[src/sv/sss_pkg.sv]
`timescale 1ns / 1ps
// ----------------------------------------------------------------------------
// sss_pkg
// Shared constants and types of the stable selection sorter.
// ----------------------------------------------------------------------------
`default_nettype none

package sss_pkg;

    localparam int MAX_RECORDS = 64;
    localparam int ADDR_W      = $clog2(MAX_RECORDS);
    localparam int CNT_W       = $clog2(MAX_RECORDS + 1);

    localparam int TAG_W  = 8;
    localparam int AGE_W  = 7;
    localparam int INIT_W = 8;
    localparam int KEY_W  = 8;
    localparam int REC_W  = TAG_W + AGE_W + INIT_W;

    localparam int CFG_IDX_W  = 1;
    localparam int CFG_DATA_W = 1;

    localparam logic [CFG_IDX_W-1:0] CFG_KEY_SELECT = 1'd0;
    localparam logic [CFG_IDX_W-1:0] CFG_DESCENDING = 1'd1;

    typedef struct packed {
        logic [TAG_W-1:0]  tag;
        logic [AGE_W-1:0]  age;
        logic [INIT_W-1:0] initial_byte;
    } t_record;

    typedef struct packed {
        logic              descending;
        logic              have_prev;
        logic [KEY_W-1:0]  prev_key;
        logic [ADDR_W-1:0] prev_idx;
        logic              have_best;
        logic [KEY_W-1:0]  best_key;
        logic [KEY_W-1:0]  cand_key;
        logic [ADDR_W-1:0] cand_idx;
    } t_cmp_in;

    typedef struct packed {
        logic qualify;
        logic take;
    } t_cmp_out;

endpackage

`default_nettype wire

[src/sv/sss_if.sv]
`timescale 1ns / 1ps
// ----------------------------------------------------------------------------
// sss_if
// Valid/ready channels of the sorter: record input, sorted output, config.
// ----------------------------------------------------------------------------
`default_nettype none

interface sss_in_if;
    logic                        valid;
    logic                        ready;
    logic [sss_pkg::TAG_W-1:0]   record_tag;
    logic [sss_pkg::AGE_W-1:0]   age_value;
    logic [sss_pkg::INIT_W-1:0]  name_initial;
    logic                        last_record;

    modport source (output valid, record_tag, age_value, name_initial, last_record,
                    input ready);
    modport sink (input valid, record_tag, age_value, name_initial, last_record,
                  output ready);
endinterface

interface sss_out_if;
    logic                        valid;
    logic                        ready;
    logic [sss_pkg::TAG_W-1:0]   sorted_tag;
    logic [sss_pkg::AGE_W-1:0]   sorted_age;
    logic [sss_pkg::INIT_W-1:0]  sorted_initial;
    logic                        end_of_run;

    modport source (output valid, sorted_tag, sorted_age, sorted_initial, end_of_run,
                    input ready);
    modport sink (input valid, sorted_tag, sorted_age, sorted_initial, end_of_run,
                  output ready);
endinterface

interface sss_cfg_if;
    logic                            valid;
    logic                            ready;
    logic [sss_pkg::CFG_IDX_W-1:0]   index;
    logic [sss_pkg::CFG_DATA_W-1:0]  data;

    modport source (output valid, index, data, input ready);
    modport sink (input valid, index, data, output ready);
endinterface

`default_nettype wire

[src/sv/sss_ram.sv]
`timescale 1ns / 1ps
// ----------------------------------------------------------------------------
// sss_ram
// Generic single-write, single-read RAM with registered read data.
// ----------------------------------------------------------------------------
`default_nettype none

module sss_ram #(
    parameter int WIDTH = 8,
    parameter int DEPTH = 64
) (
    input  wire logic                     i_clk,
    input  wire logic                     i_wr_en,
    input  wire logic [$clog2(DEPTH)-1:0] i_wr_addr,
    input  wire logic [WIDTH-1:0]         i_wr_data,
    input  wire logic [$clog2(DEPTH)-1:0] i_rd_addr,
    output logic      [WIDTH-1:0]         o_rd_data
);

    logic [WIDTH-1:0] r_mem [DEPTH];

    always_ff @(posedge i_clk) begin
        if (i_wr_en) begin
            r_mem[i_wr_addr] <= i_wr_data;
        end
        o_rd_data <= r_mem[i_rd_addr];
    end

endmodule

`default_nettype wire

[src/sv/sss_cmp.sv]
`timescale 1ns / 1ps
// ----------------------------------------------------------------------------
// sss_cmp
// Shared ordering unit: decides whether a candidate follows the record last
// emitted and whether it beats the best record found so far in this pass.
// ----------------------------------------------------------------------------
`default_nettype none

module sss_cmp (
    input  wire sss_pkg::t_cmp_in  i_cmp,
    output sss_pkg::t_cmp_out      o_cmp
);

    logic prev_before_key;
    logic prev_equal_key;
    logic cand_before_best;

    // The order is by key in the chosen direction, then by load position.
    always_comb begin
        prev_before_key  = i_cmp.descending ? (i_cmp.prev_key > i_cmp.cand_key)
                                            : (i_cmp.prev_key < i_cmp.cand_key);
        prev_equal_key   = (i_cmp.prev_key == i_cmp.cand_key);
        cand_before_best = i_cmp.descending ? (i_cmp.cand_key > i_cmp.best_key)
                                            : (i_cmp.cand_key < i_cmp.best_key);
        o_cmp.qualify = !i_cmp.have_prev || prev_before_key ||
                        (prev_equal_key && (i_cmp.prev_idx < i_cmp.cand_idx));
        o_cmp.take    = o_cmp.qualify && (!i_cmp.have_best || cand_before_best);
    end

endmodule

`default_nettype wire

[src/sv/stable_selection_sorter.sv]
`timescale 1ns / 1ps
// ----------------------------------------------------------------------------
// stable_selection_sorter
// Loads a set of records into a RAM and emits them in stable sorted order.
// ----------------------------------------------------------------------------
//  Channel   Direction  Beat contents
//  i_in      in         record_tag, age_value, name_initial, last_record
//  o_out     out        sorted_tag, sorted_age, sorted_initial, end_of_run
//  i_cfg     in         index (0 key_select, 1 descending), data
//
//  After the last load beat, each result takes a scan of all n stored records
//  through the single RAM read port, one compare per cycle.
//  Reset is synchronous and clears the record count and both config bits.
//  A stalled output beat holds the sorter; no load is taken until the run ends.
// ----------------------------------------------------------------------------
`default_nettype none

module stable_selection_sorter (
    input  wire logic  i_clk,
    input  wire logic  i_rst_n,
    sss_in_if.sink     i_in,
    sss_out_if.source  o_out,
    sss_cfg_if.sink    i_cfg
);

    localparam logic [1:0] ST_IDLE = 2'd0;
    localparam logic [1:0] ST_SCAN = 2'd1;
    localparam logic [1:0] ST_EMIT = 2'd2;

    logic [1:0]                    r_state;
    logic [sss_pkg::CNT_W-1:0]     r_count;
    logic [sss_pkg::CNT_W-1:0]     r_n;
    logic [sss_pkg::CNT_W-1:0]     r_emitted;
    logic [sss_pkg::CNT_W-1:0]     r_scan;
    logic                          r_key_sel;
    logic                          r_desc;
    logic                          r_run_key_sel;
    logic                          r_run_desc;
    logic                          r_cmp_valid;
    logic [sss_pkg::ADDR_W-1:0]    r_cmp_idx;
    logic                          r_have_prev;
    logic [sss_pkg::KEY_W-1:0]     r_prev_key;
    logic [sss_pkg::ADDR_W-1:0]    r_prev_idx;
    logic                          r_have_best;
    logic [sss_pkg::KEY_W-1:0]     r_best_key;
    logic [sss_pkg::ADDR_W-1:0]    r_best_idx;
    sss_pkg::t_record              r_best_rec;
    logic                          r_out_valid;
    sss_pkg::t_record              r_out_rec;
    logic                          r_out_eor;

    logic                          in_beat;
    logic                          out_beat;
    logic                          has_room;
    logic [sss_pkg::CNT_W-1:0]     n_count;
    sss_pkg::t_record              wr_rec;
    sss_pkg::t_record              rd_rec;
    logic [sss_pkg::KEY_W-1:0]     cand_key;
    sss_pkg::t_cmp_in              cmp_in;
    sss_pkg::t_cmp_out             cmp_out;
    logic                          pass_done;
    logic [sss_pkg::KEY_W-1:0]     final_key;
    logic [sss_pkg::ADDR_W-1:0]    final_idx;
    sss_pkg::t_record              final_rec;
    logic [sss_pkg::CNT_W-1:0]     emitted_next;

    assign i_in.ready  = (r_state == ST_IDLE);
    assign i_cfg.ready = 1'b1;
    assign in_beat     = i_in.valid && i_in.ready;
    assign out_beat    = o_out.valid && o_out.ready;
    assign has_room    = (r_count < sss_pkg::CNT_W'(sss_pkg::MAX_RECORDS));
    assign n_count     = has_room ? (r_count + sss_pkg::CNT_W'(1)) : r_count;

    assign wr_rec.tag          = i_in.record_tag;
    assign wr_rec.age          = i_in.age_value;
    assign wr_rec.initial_byte = i_in.name_initial;

    sss_ram #(
        .WIDTH (sss_pkg::REC_W),
        .DEPTH (sss_pkg::MAX_RECORDS)
    ) u_store (
        .i_clk     (i_clk),
        .i_wr_en   (in_beat && has_room),
        .i_wr_addr (r_count[sss_pkg::ADDR_W-1:0]),
        .i_wr_data (wr_rec),
        .i_rd_addr (r_scan[sss_pkg::ADDR_W-1:0]),
        .o_rd_data (rd_rec)
    );

    assign cand_key = r_run_key_sel ? rd_rec.initial_byte
                                    : sss_pkg::KEY_W'(rd_rec.age);

    always_comb begin
        cmp_in.descending = r_run_desc;
        cmp_in.have_prev  = r_have_prev;
        cmp_in.prev_key   = r_prev_key;
        cmp_in.prev_idx   = r_prev_idx;
        cmp_in.have_best  = r_have_best;
        cmp_in.best_key   = r_best_key;
        cmp_in.cand_key   = cand_key;
        cmp_in.cand_idx   = r_cmp_idx;
    end

    sss_cmp u_cmp (
        .i_cmp (cmp_in),
        .o_cmp (cmp_out)
    );

    assign pass_done    = r_cmp_valid &&
                          (r_cmp_idx == sss_pkg::ADDR_W'(r_n - sss_pkg::CNT_W'(1)));
    assign final_key    = cmp_out.take ? cand_key : r_best_key;
    assign final_idx    = cmp_out.take ? r_cmp_idx : r_best_idx;
    assign final_rec    = cmp_out.take ? rd_rec : r_best_rec;
    assign emitted_next = r_emitted + sss_pkg::CNT_W'(1);

    always_ff @(posedge i_clk) begin
        if (!i_rst_n) begin
            r_key_sel <= 1'b0;
            r_desc    <= 1'b0;
        end else if (i_cfg.valid && i_cfg.ready) begin
            unique case (i_cfg.index)
                sss_pkg::CFG_KEY_SELECT: r_key_sel <= i_cfg.data[0];
                sss_pkg::CFG_DESCENDING: r_desc    <= i_cfg.data[0];
                default:                 r_desc    <= r_desc;
            endcase
        end
    end

    always_ff @(posedge i_clk) begin
        if (!i_rst_n) begin
            r_state     <= ST_IDLE;
            r_count     <= '0;
            r_n         <= '0;
            r_emitted   <= '0;
            r_scan      <= '0;
            r_cmp_valid <= 1'b0;
            r_have_prev <= 1'b0;
            r_have_best <= 1'b0;
            r_out_valid <= 1'b0;
        end else begin
            unique case (r_state)
                ST_IDLE: begin
                    r_cmp_valid <= 1'b0;
                    if (in_beat) begin
                        r_count <= n_count;
                        if (i_in.last_record) begin
                            r_state       <= ST_SCAN;
                            r_n           <= n_count;
                            r_emitted     <= '0;
                            r_scan        <= '0;
                            r_have_prev   <= 1'b0;
                            r_have_best   <= 1'b0;
                            r_run_key_sel <= r_key_sel;
                            r_run_desc    <= r_desc;
                        end
                    end
                end
                ST_SCAN: begin
                    if (r_scan < r_n) begin
                        r_scan      <= r_scan + sss_pkg::CNT_W'(1);
                        r_cmp_valid <= 1'b1;
                        r_cmp_idx   <= r_scan[sss_pkg::ADDR_W-1:0];
                    end else begin
                        r_cmp_valid <= 1'b0;
                    end
                    if (r_cmp_valid && cmp_out.take) begin
                        r_have_best <= 1'b1;
                        r_best_key  <= cand_key;
                        r_best_idx  <= r_cmp_idx;
                        r_best_rec  <= rd_rec;
                    end
                    if (pass_done) begin
                        r_state     <= ST_EMIT;
                        r_out_valid <= 1'b1;
                        r_out_rec   <= final_rec;
                        r_out_eor   <= (emitted_next == r_n);
                        r_have_prev <= 1'b1;
                        r_prev_key  <= final_key;
                        r_prev_idx  <= final_idx;
                    end
                end
                ST_EMIT: begin
                    r_cmp_valid <= 1'b0;
                    if (out_beat) begin
                        r_out_valid <= 1'b0;
                        r_emitted   <= emitted_next;
                        r_have_best <= 1'b0;
                        r_scan      <= '0;
                        if (emitted_next == r_n) begin
                            r_state <= ST_IDLE;
                            r_count <= '0;
                        end else begin
                            r_state <= ST_SCAN;
                        end
                    end
                end
                default: begin
                    r_state <= ST_IDLE;
                end
            endcase
        end
    end

    assign o_out.valid          = r_out_valid;
    assign o_out.sorted_tag     = r_out_rec.tag;
    assign o_out.sorted_age     = r_out_rec.age;
    assign o_out.sorted_initial = r_out_rec.initial_byte;
    assign o_out.end_of_run     = r_out_eor;

    // The output register holds a record only while the sorter waits to hand it off.
    a_out_only_in_emit: assert property (@(posedge i_clk) disable iff (!i_rst_n)
        o_out.valid |-> (r_state == ST_EMIT))
        else $error("output beat offered outside the emit state");

    // Loading and emitting never overlap.
    a_no_load_during_run: assert property (@(posedge i_clk) disable iff (!i_rst_n)
        !(i_in.ready && o_out.valid))
        else $error("input ready while a sorted record is pending");

    // The final beat of a run returns the sorter to loading with an empty set.
    a_run_end_idle: assert property (@(posedge i_clk) disable iff (!i_rst_n)
        (out_beat && o_out.end_of_run) |=> (i_in.ready && (r_count == '0)))
        else $error("sorter did not return to an empty load state after a run");

    // A pass never starts once every stored record has been emitted.
    a_emit_bound: assert property (@(posedge i_clk) disable iff (!i_rst_n)
        (r_state == ST_SCAN) |-> (r_emitted < r_n))
        else $error("scan pass started with no record left to emit");

endmodule

`default_nettype wire
[src/flat_wrapper.sv]
// flat-port wrapper written by rule: the top's interface ports become plain ports
module stable_selection_sorter_flat 
  (i_clk, i_rst_n, i_in_valid, i_in_record_tag, i_in_age_value, i_in_name_initial, i_in_last_record, i_in_ready, o_out_valid, o_out_sorted_tag, o_out_sorted_age, o_out_sorted_initial, o_out_end_of_run, o_out_ready, i_cfg_valid, i_cfg_index, i_cfg_data, i_cfg_ready);
  sss_in_if i_in_i ();
  sss_out_if o_out_i ();
  sss_cfg_if i_cfg_i ();
  input  wire logic i_clk;
  input  wire logic i_rst_n;
  input wire logic [$bits(i_in_i.valid)-1:0] i_in_valid;
  input wire logic [$bits(i_in_i.record_tag)-1:0] i_in_record_tag;
  input wire logic [$bits(i_in_i.age_value)-1:0] i_in_age_value;
  input wire logic [$bits(i_in_i.name_initial)-1:0] i_in_name_initial;
  input wire logic [$bits(i_in_i.last_record)-1:0] i_in_last_record;
  output wire logic [$bits(i_in_i.ready)-1:0] i_in_ready;
  output wire logic [$bits(o_out_i.valid)-1:0] o_out_valid;
  output wire logic [$bits(o_out_i.sorted_tag)-1:0] o_out_sorted_tag;
  output wire logic [$bits(o_out_i.sorted_age)-1:0] o_out_sorted_age;
  output wire logic [$bits(o_out_i.sorted_initial)-1:0] o_out_sorted_initial;
  output wire logic [$bits(o_out_i.end_of_run)-1:0] o_out_end_of_run;
  input wire logic [$bits(o_out_i.ready)-1:0] o_out_ready;
  input wire logic [$bits(i_cfg_i.valid)-1:0] i_cfg_valid;
  input wire logic [$bits(i_cfg_i.index)-1:0] i_cfg_index;
  input wire logic [$bits(i_cfg_i.data)-1:0] i_cfg_data;
  output wire logic [$bits(i_cfg_i.ready)-1:0] i_cfg_ready;
  assign i_in_i.valid = i_in_valid;
  assign i_in_i.record_tag = i_in_record_tag;
  assign i_in_i.age_value = i_in_age_value;
  assign i_in_i.name_initial = i_in_name_initial;
  assign i_in_i.last_record = i_in_last_record;
  assign i_in_ready = i_in_i.ready;
  assign o_out_valid = o_out_i.valid;
  assign o_out_sorted_tag = o_out_i.sorted_tag;
  assign o_out_sorted_age = o_out_i.sorted_age;
  assign o_out_sorted_initial = o_out_i.sorted_initial;
  assign o_out_end_of_run = o_out_i.end_of_run;
  assign o_out_i.ready = o_out_ready;
  assign i_cfg_i.valid = i_cfg_valid;
  assign i_cfg_i.index = i_cfg_index;
  assign i_cfg_i.data = i_cfg_data;
  assign i_cfg_ready = i_cfg_i.ready;
  stable_selection_sorter u_core (.i_clk(i_clk), .i_rst_n(i_rst_n), .i_in(i_in_i), .o_out(o_out_i), .i_cfg(i_cfg_i));
endmodule
[config.mk]
export PLATFORM = sky130hd
export DESIGN_NAME = stable_selection_sorter_flat
export DESIGN_NICKNAME = d
export VERILOG_FILES = /design/src/sv/sss_pkg.sv /design/src/sv/sss_if.sv /design/src/sv/sss_ram.sv /design/src/sv/sss_cmp.sv /design/src/sv/stable_selection_sorter.sv /design/src/flat_wrapper.sv
export SDC_FILE = /design/constraint.sdc
export NUM_CORES = 1
export LEC_CHECK = 0
export BUFFER_PORTS_ARGS = -buffer_cell sky130_fd_sc_hd__buf_4
export CAP_MARGIN = 5
export CORE_MARGIN = 2
export CORE_UTILIZATION = 40
export DETAILED_ROUTE_END_ITERATION = 8
export MAX_ROUTING_LAYER = met4
export SLEW_MARGIN = 20
export SYNTH_ARGS = -nofsm -noshare
export SYNTH_HDL_FRONTEND = slang
export SYNTH_SLANG_ARGS = --single-unit
[constraint.sdc]
create_clock -name i_clk -period 5 [get_ports i_clk]
set_input_delay 0.25 -clock i_clk [delete_from_list [all_inputs] [get_ports i_clk]]
set_output_delay 0.25 -clock i_clk [all_outputs]
set_load 0.02 [all_outputs]
[Word-level counts from Yosys, hierarchy flattened]
Memory sizes are Yosys's and may differ from the RTL's. A register that Yosys moved wholly into a read port is not among the register bits.
Index checks and enable logic that the tools add are counted.
Storage, ports and cells
  register bits after elaboration: 119
  RAM bits: 1472
  bits of input ports: 31
  output and inout bits: 27
  memories kept: 1
Cells by class
  add/subtract/negate cells: 4
  magnitude comparators: 7
  eq/ne operators: 12
  muxes and demuxes: 36
  bitwise operators: 1
  reduce and logical (&&, ||, !) cells: 33
Memory list
  u_core.u_store.r_mem: words 64, width 23, read ports 1, clocked after Yosys merged registers in 1, write ports 1, line sss_ram.sv:20  | logic [WIDTH-1:0] r_mem [DEPTH];
Operators by type and width (number)
  $mux 7: 9
  $pmux 7 s2: 2
  $mux 23: 1
  $add 7x1->7 const B: 3
  $pmux 7 s3: 1
  $reduce_and 4->1: 5
  $gt 8x8->1: 2
  $lt 8x8->1: 2
  $mux 8: 2
  $reduce_and 3->1: 5
  $mux 1: 11
  $ne 2x1->1 const B: 5
  $reduce_and 5->1: 2
  $eq 8x8->1: 1
  $mux 2: 4
  $reduce_bool 2->1: 4
  $eq 7x7->1: 1
  $logic_and 1x1->1: 7
  $lt 7x7->1: 1
  $lt 7x7->1 const B: 1
  $eq 6x6->1: 1
  $lt 6x6->1: 1
  $mux 6: 1
  $pmux 1 s2: 3
  other kinds (13): 18

[Logic depth before layout (Yosys ltp)]
  depth in word-level cells: 9
  depth in mapped cells: 12

[By module]
Synthesis repeated with hierarchy kept, for this count alone.
Second synthesis, totals
  cell total of the unflattened synthesis: 2939
  area total of the unflattened synthesis: 62610.0 um^2
By module, submodules not included
  sss_ram: times used 1, cells an instance 2446, area an instance 56729.4 um^2, seq. area each 44662.8 um^2
  stable_selection_sorter: times used 1, cells an instance 417, area an instance 5292.6 um^2, seq. area each 3213.1 um^2
  sss_cmp: times used 1, cells an instance 76, area an instance 588.1 um^2, seq. area each 0.0 um^2

[Worst setup path before layout]
Ideal clock, no wire load.
  kind: register to register
  start: register u_core.r_run_key_sel
  end: register u_core.r_best_idx[0] in the netlist's numbering, enable pin
  arrival time: 4026 ps
  data required time: 4569 ps
  path slack: 543 ps
  cell stages (with the launch flop): 12
  path buffers: 3
  period minus slack after synthesis: 4457 ps
  cell sequence: edfxtp_1 -> clkbuf_1 -> mux2_2 -> ha_1 -> and4b_1 -> a211oi_1 -> o221ai_1 -> mux2i_1 -> o32ai_1 -> buf_2 -> buf_4 -> nor2_1
On the way
  longest elaborated chain between the ends: 8
RTL lines
  start, declared: line stable_selection_sorter.sv:37  | logic r_run_key_sel;
  start signal, assigned: line stable_selection_sorter.sv:153  | r_run_key_sel <= r_key_sel;
  $mux 8 *: line stable_selection_sorter.sv:90  | assign cand_key = r_run_key_sel ? rd_rec.initial_byte
  via u_core.cand_key, one bit: line stable_selection_sorter.sv:58  | logic [sss_pkg::KEY_W-1:0] cand_key;
  $lt 8x8->1 / $gt 8x8->1 (equally long branches): line sss_cmp.sv:21, sss_cmp.sv:20
  $mux 1: line sss_cmp.sv:20  | prev_before_key = i_cmp.descending ? (i_cmp.prev_key > i_cmp.cand_key)
  $logic_or 1x1->1 (2 in a row): line sss_cmp.sv:25  | o_cmp.qualify = !i_cmp.have_prev || prev_before_key ||
  $logic_and 1x1->1 *: line sss_cmp.sv:27  | o_cmp.take = o_cmp.qualify && (!i_cmp.have_best || cand_before_best);
  $logic_and 1x1->1 *: line stable_selection_sorter.sv:166  | if (r_cmp_valid && cmp_out.take) begin
  $reduce_and 3->1 (no line) *
  end signal, assigned: line stable_selection_sorter.sv:169  | r_best_idx <= r_cmp_idx;
  end, declared: line stable_selection_sorter.sv:46  | logic [sss_pkg::ADDR_W-1:0] r_best_idx;
Mark *: on every way through the listed nets, which the timed path passes. The rest lies on a longest branch.
A chain may end at the register's enable or synchronous reset.

==> metrics.md <==
| Metric | Value |
|---|---|
| GP Congestion | `0.833` |
| Commonest register cell after synthesis | `edfxtp_1` |
| Slew Viols, Final | `0` |
| Worst skew pair latency | `0.78 ns` |
| Synth async-reset ratio | `0` |
| Syn Nets | `2801` |
| Total Routed Length | `149000 µm` |
| H-tree Lvls | `4` |
| Tcrit/Tclk final | `0.711` |
| Clk slew on worst S/H paths | `0.06 ns` |
| Row count | `144` |
| Initial antenna violation count | `9` |
| Cells after synthesis | `2739` |
| CP arrival | `4.09 ns` |
| Vias post-DR | `28900` |
| Met1 usage | `0.261` |
| Avg Inst Size Synth | `22.7 µm²` |
| CP max FO | `37` |
| IO Port Bufs | `56` |
| HPWL after DPL | `82700 µm` |
| Design Power | `28600 µW` |
| Total clock sinks | `1614` |
| Tmin final | `3.56 ns` |
| Final global-route overflow total | `0` |
| EDFF count, synth | `1555` |
| Count of cell types in the netlist | `59` |
| 1st-iter DRT viols | `3052` |
| Setup Skew | `0.0289 ns` |
| Fillers | `12500` |
| Slew HR | `0.277` |
| Total CTS buffers | `158` |
| Clock root cell | `clkbuf_16` |
| Core Region | `154000 µm²` |
| Non-Filler Instances | `5106` |
| Required @ worst endpoint | `5.53 ns` |
| CP startpoint kind | `flip-flop` |
| CTS tree | `built` |
| Crit Path Class | `flip-flop to flip-flop` |
| RSZ-0062 raised after global routing | `no` |
| #FFs+latches synth | `1614` |
| Num ports | `58` |
| Area leader, netlist | `edfxtp_1` |
| Post-synth top area share | `0.750` |
| Die ar. | `159000 µm²` |
| Post-route DRC | `0` |
| VDD IR max | `0.357 mV` |
| DR vias/cell | `5.67` |
| Setup tns final | `0 ns` |
| Commonest non-fill, non-tap cell in the layout | `edfxtp_1` |
| Mapped Area | `62300 µm²` |
| Worst Max-Slew Pin Slew | `1.08 ns` |
| Most frequent cells in the layout | `edfxtp_1, mux4_2, clkbuf_16, buf_4, nor2_2` |
| Largest net degree at the start of global routing | `67` |
| Synth-to-Final Area Change | `13.7%` |
| Seq/Total Area, Yosys | `0.769` |
| Worst reg-to-reg setup slack | `1.44 ns` |
| Drt first pass iters | `6` |
| Gr busiest metal | `met2` |
| Setup-failing EPs final | `0` |
| Die Height | `399 µm` |
| Hold violation total from the final report | `0` |
| Worst setup EP type | `flip-flop` |
| CTS max path bufs | `3` |
| Max-Cap Viols | `0` |
| First-pass GRT wire length | `214000 µm` |
| P per Cell Area | `404 nW/µm²` |
| Inst Count DP | `4793` |
| Routed length per instance | `29.2 µm` |
| Lkg Pwr | `0.0216 µW` |
| Chip Width | `399 µm` |
| Worst Hold Class | `input pin to flip-flop` |
| Layout Nets | `2992` |
| Share of cells above drive strength 1 | `0.304` |
| Post-CTS Resized | `0` |
| Met2 Resource Use GR | `0.312` |
| Ranking of synthesized cells by area | `edfxtp_1, mux4_2, dfxtp_1` |
| Antenna viol nets, final | `0` |
| Fmax | `281 MHz` |
| Number of global-route vias before repair | `29600` |
| Initial core utilization | `0.403` |
| Yosys warns | `0` |
| Met3 Usage GRT | `0.0324` |
| Gr usage total | `0.195` |
| Hold slack | `0.0637 ns` |
| Outcome | `completed` |
## report_power, final
part	internal, µW	leakage, µW	switching [µW]
combinational	896	0.00460	979
clock	6810	0.00250	4890
sequential	14900	0.0145	113
total	22600	0.0216	5980
## cells in the mapped netlist (17+ instances only)
cell / n
edfxtp_1: 1555
buf_6: 21
mux2_2: 25
inv_1: 34
clkbuf_1: 63
nand2_1: 43
buf_2: 28
mux2i_1: 17
ha_1: 31
a21oi_1: 20
nor2_1: 115
mux4_2: 457
dfxtp_1: 59
nand3_1: 20
o21ai_0: 22
o22ai_1: 46
## stage by stage
| stage | instance area, µm² | utilization | setup WS [ns] |
|---|---|---|---|
| final | 70800 | 0.459 | 1.44 |
| after global routing | 70800 | 0.459 | 1.20 |
| after CTS | 70800 | 0.459 | 1.26 |
| after detailed placement | 65500 | 0.424 | 1.30 |
| after global placement | 65500 | 0.424 | 1.41 |
| after floorplan | 62300 | - | 0.543 |
## repair_timing
| action | in CTS | in global routing |
|---|---|---|
| setup buffers | 0 | 0 |
| endpoints found under the hold margin | 163 | 0 |
| hold buffers | 20 | 0 |
## flip-flops by register name, indices dropped and copies added (netlist names), 2 cells and up
name / cells
u_core.u_store.r_mem: 1472
u_core.r_n: 7
u_core.o_out.sorted_initial: 8
u_core.r_count: 7
u_core.r_scan: 7
u_core.o_out.sorted_tag: 8
u_core.r_best_rec: 23
u_core.r_prev_idx: 6
u_core.r_prev_key: 8
u_core.r_best_idx: 6
u_core.o_out.sorted_age: 7
u_core.u_store.o_rd_data: 23
u_core.r_emitted: 7
u_core.r_best_key: 8
u_core.r_cmp_idx: 6
u_core.r_state: 2
## final timing paths
check,depth (start not counted),to,from
setup / recovery,10,u_core.o_out.sorted_age[5],u_core.r_run_key_sel
hold / removal,1,u_core.u_store.r_mem[13][6],i_in_name_initial[6]
setup reg to reg,10,u_core.o_out.sorted_age[5],u_core.r_run_key_sel
hold reg to reg,0,u_core.r_run_key_sel,u_core.r_key_sel
## critical path, cell delays in order (launching register included)
cell and delay, ns:
edfxtp_1 0.58, mux2_2 0.42, inv_1 0.09, ha_1 0.26, a21oi_1 0.19, nor2_1 0.07
a211oi_1 0.26, a21oi_1 0.17, o32ai_4 0.34, buf_4 0.51, mux2_2 0.40
## layer usage
| metal | up-vias | share of wire |
|---|---|---|
| li1 | 12000 | - |
| met1 | 15700 | 0.41 |
| met2 | 1117 | 0.50 |
| met3 | 162 | 0.066 |
| met4 | 0 | 0.021 |
| met5 | - | 0 |
## kinds of logic after synthesis
| group | share of synthesized area |
|---|---|
| buf+inv | 0.0144 |
| other cells | 0.0000602 |
| mux | 0.175 |
| simple gates | 0.0191 |
| compound gates | 0.0138 |
| flops | 0.769 |
| xor+xnor | 0.00267 |
| fa+ha+maj | 0.00623 |
## final cells by class
cell class / instances / area [µm²] / share of cell area
well taps: 2044 / 2560 / 0.0361
clock buffers: 208 / 4330 / 0.0611
diodes: 4 / 10.0 / 0.000141
repair buffers: 171 / 1450 / 0.0204
inverters: 34 / 128 / 0.00180
clock inverters: 80 / 757 / 0.0107
multi-input cells: 951 / 13700 / 0.194
flip-flops and latches: 1614 / 47900 / 0.676
No activity file was read; power rests on OpenSTA's default activity.
